<file path="config.mk">
export PLATFORM = sky130hd
export DESIGN_NAME = rk4_ctrl
export DESIGN_NICKNAME = d
export VERILOG_FILES = /design/src/sv/rk4_pkg.sv /design/src/sv/rk4_ctrl.sv
export VERILOG_INCLUDE_DIRS = /design/src /design/src/sv
export SDC_FILE = /design/constraint.sdc
export NUM_CORES = 1
export LEC_CHECK = 0
export BUFFER_PORTS_ARGS = -buffer_cell sky130_fd_sc_hd__buf_2
export CAP_MARGIN = 15
export CORE_AREA = 2 2 39 41
export CTS_BUF_LIST = sky130_fd_sc_hd__clkbuf_8 sky130_fd_sc_hd__clkbuf_16
export DETAILED_ROUTE_END_ITERATION = 12
export DIE_AREA = 0 0 41 43
export GPL_ROUTABILITY_DRIVEN = 0
export GPL_TIMING_DRIVEN = 0
export PLACE_DENSITY = 0.41
export SLEW_MARGIN = 40
export SYNTH_ARGS = -nofsm -noshare
export SYNTH_HDL_FRONTEND = slang
export SYNTH_SLANG_ARGS = --single-unit
</file>
<file path="constraint.sdc">
create_clock -name clk_i -period 1.8 [get_ports clk_i]
set_clock_uncertainty 0.2 [all_clocks]
set_input_delay 0.18 -clock clk_i [delete_from_list [all_inputs] [get_ports clk_i]]
set_output_delay 0.18 -clock clk_i [all_outputs]
set_load 0.01 [all_outputs]
</file>
<file path="src/sv/rk4_four_compartment_step_assert.svh">
// Assertion macros used by the integrator controller.
`ifndef RK4_FOUR_COMPARTMENT_STEP_ASSERT_SVH
`define RK4_FOUR_COMPARTMENT_STEP_ASSERT_SVH
// Implication checked on every clock edge outside reset.
`define RK4_ASSERT_IMPL(label, clk, rst_n, pre, post, msg) \
  label: assert property (@(posedge clk) disable iff (!rst_n) (pre) |-> (post)) \
    else $error(msg);
// Implication whose consequent is checked in the cycle after the condition.
`define RK4_ASSERT_NEXT(label, clk, rst_n, pre, post, msg) \
  label: assert property (@(posedge clk) disable iff (!rst_n) (pre) |=> (post)) \
    else $error(msg);
`endif

</file>
<file path="src/sv/rk4_pkg.sv">
// ----------------------------------------------------------------------------
// rk4_pkg
// Shared types and constants of the four-compartment RK4 integrator.
// ----------------------------------------------------------------------------
`default_nettype none
package rk4_pkg;
  localparam int unsigned QSHIFT = 24;
  localparam logic signed [31:0] H_FULL = 32'sd167772;
  localparam logic signed [31:0] H_HALF = 32'sd83886;
  localparam logic signed [31:0] H_SIXTH = 32'sd27962;
  localparam logic [19:0] STEP_MAX = 20'hFFFFF;

  localparam logic [2:0] CFG_G = 3'd0;
  localparam logic [2:0] CFG_GS = 3'd1;
  localparam logic [2:0] CFG_AG = 3'd2;
  localparam logic [2:0] CFG_ALFA = 3'd3;
  localparam logic [2:0] CFG_BETA = 3'd4;
  localparam logic [2:0] CFG_STEPS = 3'd5;

  localparam logic REQ_START = 1'b0;
  localparam logic REQ_STEP = 1'b1;

  typedef enum logic [2:0] {
    ST_IDLE, ST_DIV, ST_RUN, ST_DONE
  } rk4_state_e;

  // Controller commands to the datapath.
  typedef struct packed {
    logic start_div;  // load counts and start the serial divider
    logic start_rk;   // start the RK4 sequence
    logic commit;     // write results back to state
  } rk4_cmd_t;

  // Datapath status to the controller.
  typedef struct packed {
    logic div_done;
    logic rk_done;
    logic zero_sum;
  } rk4_sts_t;

  function automatic logic signed [31:0] sat32(input logic signed [65:0] v);
    if (v > 66'sd2147483647) return 32'sh7FFFFFFF;
    if (v < -66'sd2147483648) return 32'sh80000000;
    return v[31:0];
  endfunction
endpackage
`default_nettype wire

</file>
<file path="src/sv/rk4_ctrl.sv">
// ----------------------------------------------------------------------------
// rk4_ctrl
// Request sequencer: accepts items, drives the datapath, holds the result.
// ----------------------------------------------------------------------------
`default_nettype none
`include "rk4_four_compartment_step_assert.svh"
module rk4_ctrl (
  input  wire logic clk_i,
  input  wire logic rst_ni,
  input  wire logic in_valid_i,
  output logic in_ready_o,
  input  wire logic req_type_i,
  output logic out_valid_o,
  input  wire logic out_ready_i,
  output rk4_pkg::rk4_cmd_t cmd_o,
  input  wire rk4_pkg::rk4_sts_t sts_i
);
  import rk4_pkg::*;
  rk4_state_e state_q, state_d;

  always_ff @(posedge clk_i or negedge rst_ni) begin
    if (!rst_ni) state_q <= ST_IDLE;
    else state_q <= state_d;
  end

  always_comb begin
    state_d = state_q;
    cmd_o = '0;
    in_ready_o = 1'b0;
    out_valid_o = 1'b0;
    case (state_q)
      ST_IDLE: begin
        in_ready_o = 1'b1;
        if (in_valid_i) begin
          if (req_type_i == REQ_START) begin
            cmd_o.start_div = 1'b1;
            state_d = ST_DIV;
          end else begin
            cmd_o.start_rk = 1'b1;
            state_d = ST_RUN;
          end
        end
      end
      ST_DIV: begin
        if (sts_i.div_done) begin
          cmd_o.commit = 1'b1;
          state_d = ST_DONE;
        end
      end
      ST_RUN: begin
        if (sts_i.rk_done) begin
          cmd_o.commit = 1'b1;
          state_d = ST_DONE;
        end
      end
      ST_DONE: begin
        out_valid_o = 1'b1;
        if (out_ready_i) state_d = ST_IDLE;
      end
      default: state_d = ST_IDLE;
    endcase
  end

  `RK4_ASSERT_NEXT(a_commit_shows, clk_i, rst_ni, cmd_o.commit, out_valid_o, "commit without result")
  `RK4_ASSERT_IMPL(a_no_overlap, clk_i, rst_ni, out_valid_o, !in_ready_o, "accept while result held")
  `RK4_ASSERT_IMPL(a_one_cmd, clk_i, rst_ni, 1'b1, $onehot0(cmd_o), "several commands at once")
endmodule
`default_nettype wire

</file>
==> summary.md, run 1 <==
| Metric | Value |
|---|---|
| Cell type with the largest total area after synthesis | ha_1 |
| Area of the core | ~1400 µm² |
| Number of different library cells in the post-synthesis netlist | 14 |
| Startpoint of the worst-slack reg-to-reg timing path | state_q[1]$_DFFE_PN0P_ |
| # H-tree levels | 1 |
| Crit path arrival time | roughly 1.7 ns |
| Result of the run | finished clean |
| Register Area | around 50 µm² |
| Share of cells above drive strength 1 | 0.6136 |
| Cell type of the slowest stage on the worst timing path | dfrtp_1 |
| Clock tree from TritonCTS | built |
| Worst Hold Margin | 0.08777 ns |
| Fin. Hold Viols | 0 |
| Biggest fanout along the worst timing path | 3 |
| Post-route core utilization | 0.3382 |
| Worst-case setup slack after placement | -0.1027 ns |
| Max-slew violations | 0 |
| Clock period minus final worst setup slack | about 1.8 ns |
| Flip-flop count of the largest register, all copies and words added | 2 |
| Fraction of synthesized area in multiplexers | 0.09479 |
| Kind of launch point of the worst setup path | flop |
| Post-synthesis instance area | around 260 µm² |
| Die Span X | slightly above 40 µm |
| RSZ-0062 raised after global routing | yes |
| Worst setup path class | flop to flop |
| Diodes inserted | 0 |
| Pin count of the biggest net entering global routing | 5 |
| Clock transition at path regs | around 0.030 ns |
| Skew-Pair Late Insertion Delay | roughly 0.21 ns |
| Number of iterations in the first detailed-routing pass | 2 |
| Average wire length per cell after detail routing | 9.533 µm |
| Tightest Pin Transition | 0.3390 ns |
| Setup slack after layout | 0.004224 ns |
| Synthesized-area fraction occupied by ao, oa, aoi and oai cells | 0.1801 |
| Required @ worst endpoint | 1.69 ns |
| Seq cells post-synth | 2 |
| Inserted Clock Buffers | 3 |
| Number of buffers between clock root and the deepest sink | 2 |
| Element type at the critical path end | flop |
| Number of standard cells after synthesis | 25 |
| Via count | around 240 |
| Xor-xnor portion of the synthesized cell area | 0 |
| Series of cell instances along the critical path | buf_6 -> ha_4 -> nor2b_4 -> a2111oi_4 -> mux2_4 |
| Most flop-heavy register | state_q |
| Tot GR Track Use | 0.08225 |
| Nets@finish | 60 |
| Die boundary height | between 40 and 50 µm |
| Largest cells by area after synthesis | ha_1, dfrtp_1, a2111oi_4 |
| Violation count after the first detailed-routing iteration | 1 |
| Largest registers ranked by flip-flop count | state_q: 2 flops |
| Synth Area in Simple Gates | 0.2085 |
| Power Density | approximately 1800 nW/µm² |
| Max Cap Violations | 0 |
| Via count of the first global-routing pass | 233 |
| Family of cells with the greatest summed delay on the critical path | flip-flops |
| Synthesis-to-finish area growth | 77.25% |
| Net count after synthesis | 39 |
| Ports placed on the boundary | 13 |
| Detailed-route vias per instance | between 3 and 4 |
| Total congestion overflow | 0 |
| Detail Route Antenna Nets | 0 |
| Synth Area in Adders | 0.2844 |
| Detailed-route wire length | approximately 570 µm |
| Fin area | 467.9 µm² |
| Max-slew headroom at the worst pin | 0.7740 |
| Initial core utilization | 0.1908 |
| Antenna violations before repair | 0 |
| Max rail drop VDD | around 0.85 mV |
| Area of the die | approximately 1800 µm² |
| Worst setup path startpoint | state_q[1]$_DFFE_PN0P_ |
| Period Utilization, post-route | 0.9977 |
| Largest stage delay on the critical path | 0.40 ns |
| Fill cell instance count of the final layout | 150 |
| Main combinational cell family by area after synthesis | adder cells |
| Area used by multi-input combinational logic | around 240 µm² |
| Quantity of I/O buffers inserted on ports | 11 |
| Path class of the lowest-slack min-delay path | primary input to asynchronous set/reset pin |
| Yosys warnings | 0 |
| Post-detail-place hpwl | roughly 400 µm |
| Wire length of the first global-routing pass | 931 µm |
| # rows | 14 |
| Yosys top cell area share | 0.2844 |
| DRC violation count after routing | 0 |
| Pleak | 0.2362 nW |
| Achievable Freq | roughly 560 MHz |
| Clock sink count | 2 |
| Portion of the post-synthesis area used by sequential elements | 0.1896 |
| Mean Syn Cell Area | about 11 µm² |
| Crit path buf inv count | 1 |
| Number of setup violations in the final report | 0 |
| Clk Tree Root Cell | clkbuf_8 |
| Placed cell areas | about 340 µm² |
[routing by layer]
layer	part of all wire	global-route usage	up-vias
met2	0.60	0.1281	5
met3	0.052	0.01571	0
li1	-	-	123
met4	0	0.08000	0
met5	0	0	-
met1	0.35	0.08333	107
[cell usage in the layout (no fill, tap or decap)]
master / count
inv_2: 2
a22oi_1: 1
and2_1: 1
buf_6: 2
and3_1: 1
a21oi_1: 1
dlygate4sd3_1: 1
o21bai_1: 1
ha_1: 4
nor2b_4: 3
ha_4: 2
buf_2: 11
mux2i_1: 1
buf_4: 2
inv_1: 1
dfrtp_1: 2
a2111oi_4: 1
clkbuf_8: 3
nor2_1: 1
nor2b_1: 2
mux2_4: 1
[final timing paths]
kind / depth (start not counted) / slack, ns / end
min in group clk_i: 4 / 0.16 / state_q[0]$_DFFE_PN0P_
min reg2reg: 2 / 0.43 / state_q[0]$_DFFE_PN0P_
min: 2 / 0.09 / state_q[0]$_DFFE_PN0P_
max reg2reg: 5 / 0.004 / state_q[1]$_DFFE_PN0P_
max: 5 / 0.004 / state_q[1]$_DFFE_PN0P_
max in group asynchronous: 2 / 1.22 / state_q[1]$_DFFE_PN0P_
[cell families (layout without fill, tap and decap cells)]
kind of cell               count (synthesis)  in the layout
buffers and inverters                      3             22
DFF                                        2              2
adders and majority gates                  6              6
and+or+nand+nor                            8              8
AOI/OAI and AO/OA                          4              4
muxes                                      2              2
[final cells by class]
cell class              instances  area share
clock buffers                   3     0.08824
inverters                       3     0.02406
multi-input cells              20      0.5187
flip-flops and latches          2      0.1070
well taps                      16     0.04278
repair buffers                 16      0.2193
[per-stage QoR]
stage	setup TNS, ns	power (W)	cells
floorplan	0	0.0004236	25
global placement	-0.09495	0.0005138	52
detailed placement	-0.1027	0.0005161	52
CTS	-0.003559	0.0008475	60
global route	-0.1034	0.0009166	60
finish	0	0.0008355	60
[timing repair]
| item | in CTS | in global routing |
|---|---|---|
| pin swaps | 1 | 0 |
| gates resized for setup | 12 | 0 |
| hold buffers | 1 | 0 |
| hold endpoints to repair | 2 | 0 |
| endpoints found under the setup margin | 1 | 2 |
| buffers inserted | 4 | 0 |
[where the power goes]
part           total (W)  internal (W)  leakage [nW]  switching (W)
Combinational   0.000567      0.000322         0.191       0.000245
Sequential     0.0000951     0.0000720        0.0238      0.0000230
Clock           0.000174      0.000141        0.0216      0.0000324
[synthesized netlist by cell type, drive strengths merged]
cell	count
a2111oi	1
mux2i	1
and3	1
inv	3
a21oi	1
nor2b	5
and2	1
o21bai	1
dfrtp	2
nor2	1
a22oi	1
mux2	1
ha	6
Note: power is estimated with default switching activity, not from simulation.
==> run 2, diff against run 1 <==
--- a/config.mk
+++ b/config.mk
@@ -6,6 +6,7 @@
 export SDC_FILE = /design/constraint.sdc
 export NUM_CORES = 1
 export LEC_CHECK = 0
+export ABC_AREA = 1
 export BUFFER_PORTS_ARGS = -buffer_cell sky130_fd_sc_hd__buf_2
 export CAP_MARGIN = 15
 export CORE_AREA = 2 2 39 41
@@ -14,7 +15,7 @@
 export DIE_AREA = 0 0 41 43
 export GPL_ROUTABILITY_DRIVEN = 0
 export GPL_TIMING_DRIVEN = 0
-export PLACE_DENSITY = 0.41
+export PLACE_DENSITY = 0.42
 export SLEW_MARGIN = 40
 export SYNTH_ARGS = -nofsm -noshare
 export SYNTH_HDL_FRONTEND = slang
==> summary.md, run 2 <==
| Metric | Value |
|---|---|
| Result of the run | finished clean |
| Total congestion overflow | 0 |
| Number of buffers added to fix hold violations after cts | 1 |
| Quantity of I/O buffers inserted on ports | 11 |
| Diodes inserted | 0 |
| Setup slack after layout | roughly 0.11 ns |
| Via count of the first global-routing pass | 219 |
| Most instantiated cells after synthesis | nand2_1, inv_1, ha_1 |
| Depth of the worst register-to-register path | 6 |
| Required @ worst endpoint | around 1.4 ns |
| Detailed-route wire length | 499 µm |
| Area of the core | about 1400 µm² |
| Mean Syn Cell Area | ~7.0 µm² |
| Antenna violations before repair | 0 |
| Worst-case setup slack after placement | ~0.32 ns |
| Ports placed on the boundary | 13 |
| Primary FF master, synth | dfrtp_1 |
| Net count after synthesis | 52 |
| Most frequent cells in the layout | buf_2, nand2_1, inv_1 |
| Clock tree from TritonCTS | built |
| Tightest Pin Transition | ~0.18 ns |
| Clock sink count | 2 |
| Most used cell along the critical path | inv_1 |
| Max Cap Violations | 0 |
| Fin. Hold Viols | 0 |
| Clk Tree Root Cell | clkbuf_8 |
| Capturing point of the worst reg2reg path | state_q[0]$_DFFE_PN0P_ |
| Cell type of the slowest stage on the worst timing path | dfrtp_1 |
| Pleak | approximately 0.24 nW |
| Worst setup path class | flop to output pin |
| Setup Total Neg Slack | 0 ns |
| Number of standard cells after synthesis | 38 |
| Post-detail-place hpwl | about 420 µm |
| Reg-to-reg setup timing slack | approximately 0.35 ns |
| Wire length of the first global-routing pass | about 840 µm |
| Most flop-heavy register | state_q |
| Number of iterations in the first detailed-routing pass | 2 |
| Number of different library cells in the post-synthesis netlist | 11 |
| Inserted Clock Buffers | 3 |
| Startpoint of the worst-slack reg-to-reg timing path | state_q[0]$_DFFE_PN0P_ |
| Skew-Pair Late Insertion Delay | about 0.2 ns |
| Crit path arrival time | between 1 and 1.5 ns |
| Max-slew violations | 0 |
| Die boundary height | 43 µm |
| Post-synthesis instance area | 266.5 µm² |
| Biggest fanout along the worst timing path | 5 |
| # H-tree levels | 1 |
| Violation count after the first detailed-routing iteration | 3 |
| Area of the die | 1763 µm² |
| Path class of the lowest-slack min-delay path | primary input to asynchronous set/reset pin |
| Via count | roughly 260 |
| Share of cells above drive strength 1 | 0.3774 |
| Die Span X | roughly 40 µm |
| Flip-flop count of the largest register, all copies and words added | 2 |
| Period Utilization, post-route | 0.9396 |
| Number of setup violations in the final report | 0 |
| Share of synthesized registers carrying an async set or reset | 1.000 |
| Clock period minus final worst setup slack | roughly 1.7 ns |
| Yosys top cell area share | 0.2817 |
| Max rail drop VDD | slightly below 0.3 mV |
| Series of cell instances along the critical path | inv_1 -> ha_1 -> inv_1 -> a21oi_1 -> buf_2 |
| Fill cell instance count of the final layout | ~160 |
| Clock transition at path regs | approximately 0.03 ns |
| Seq cells post-synth | 2 |
| Achievable Freq | 591.3 MHz |
| Initial core utilization | 0.1926 |
| Synthesis-to-finish area growth | 47.42% |
| Count of non-filler cells in the finished layout | 69 |
| Power Density | 1639 nW/µm² |
| Kind of launch point of the worst setup path | flop |
| Pin count of the biggest net entering global routing | 6 |
| Total placed cells including tap cells | 65 |
| Portion of the post-synthesis area used by sequential elements | 0.1878 |
| Total design power | about 0.00064 W |
| RSZ-0062 raised after global routing | no |
| Largest cells by area after synthesis | ha_1, dfrtp_1, nand2_1 |
| Largest registers ranked by flip-flop count | state_q: 2 flops |
| Detailed-route vias per instance | about 3.7 |
| Yosys warnings | 0 |
| Max-slew headroom at the worst pin | 0.8807 |
| Cell type with the largest total area after synthesis | ha_1 |
| Number of buffers between clock root and the deepest sink | 2 |
| Buffers inserted by post-CTS timing repair | 0 |
| Nets@finish | between 60 and 70 |
| Post-cts gate resize count | 0 |
| DRC violation count after routing | 0 |
| Average wire length per cell after detail routing | approximately 7.2 µm |
| Element type at the critical path end | output pin |
| Most frequent cell after synthesis | nand2_1 |
| Worst Hold Margin | slightly above 0.09 ns |
| Leading cell type in the layout, fill and taps excluded | buf_2 |
| Number of enable flip-flop cells after synthesis | 0 |
| Largest stage delay on the critical path | a little over 0.4 ns |
| # rows | 14 |
| Detail Route Antenna Nets | 0 |
| Tot GR Track Use | 0.06928 |
==> run 2: cell families (layout without fill, tap and decap cells) <==
| logic type | count (synthesis) | count (layout) | synth area share |
|---|---|---|---|
| adder cells (fa/ha/maj) | 6 | 6 | 0.2817 |
| buffers and inverters | 8 | 23 | 0.1127 |
| flip-flops | 2 | 2 | 0.1878 |
| AND/OR/NAND/NOR | 17 | 17 | 0.3240 |
| AO/OA/AOI/OAI | 5 | 5 | 0.09388 |
==> run 2: worst max path at each step <==
stage,startpoint,endpoint,slack (ns),depth (start not counted)
after floorplan,state_q[0]$_DFFE_PN0P_,cmd_o[2],0.42,4
after global placement,state_q[0]$_DFFE_PN0P_,cmd_o[0],0.33,5
after detailed placement,state_q[0]$_DFFE_PN0P_,cmd_o[0],0.32,5
after CTS,state_q[0]$_DFFE_PN0P_,cmd_o[0],0.11,5
after global routing,state_q[0]$_DFFE_PN0P_,cmd_o[2],0.005,5
final,state_q[0]$_DFFE_PN0P_,cmd_o[0],0.11,5
==> run 2: metrics by stage <==
step / util / cell area [µm²]
after floorplan: - / 266.5
after global placement: 0.2468 / 341.6
after detailed placement: 0.2468 / 341.6
after CTS: 0.2839 / 392.9
after global routing: 0.2839 / 392.9
final: 0.2839 / 392.9
==> run 2: report_power, final <==
group	internal, W	leakage, nW	switching [W]	total [W]
Clock	0.000141	0.0216	0.0000307	0.000172
Sequential	0.0000710	0.0243	0.0000323	0.000103
Combinational	0.000154	0.191	0.000215	0.000369
Total	0.000366	0.237	0.000278	0.000644
==> run 2: area by class of cell <==
cell class	instances	area (µm²)	area share
timing repair buffer	12	65.06	0.1656
multi-input combinational	28	186.4	0.4745
tap	16	20.02	0.05096
sequential	2	50.05	0.1274
clock buffer	3	41.29	0.1051
inverter	8	30.03	0.07643
==> run 2: critical path, delay by kind of cell, from the launching register on <==
family	cells	cell delay (ns)
buf+inv	3	0.31
fa+ha+maj	1	0.29
flops	1	0.41
compound gates	1	0.10
==> run 2: routing by layer <==
metal  vias up  GRT usage  wire (µm)
li1        144          -          -
met1       107    0.08682        204
met2         5     0.1031        272
met3         0    0.01571         22
met4         0    0.04000          0
met5         -          0          0
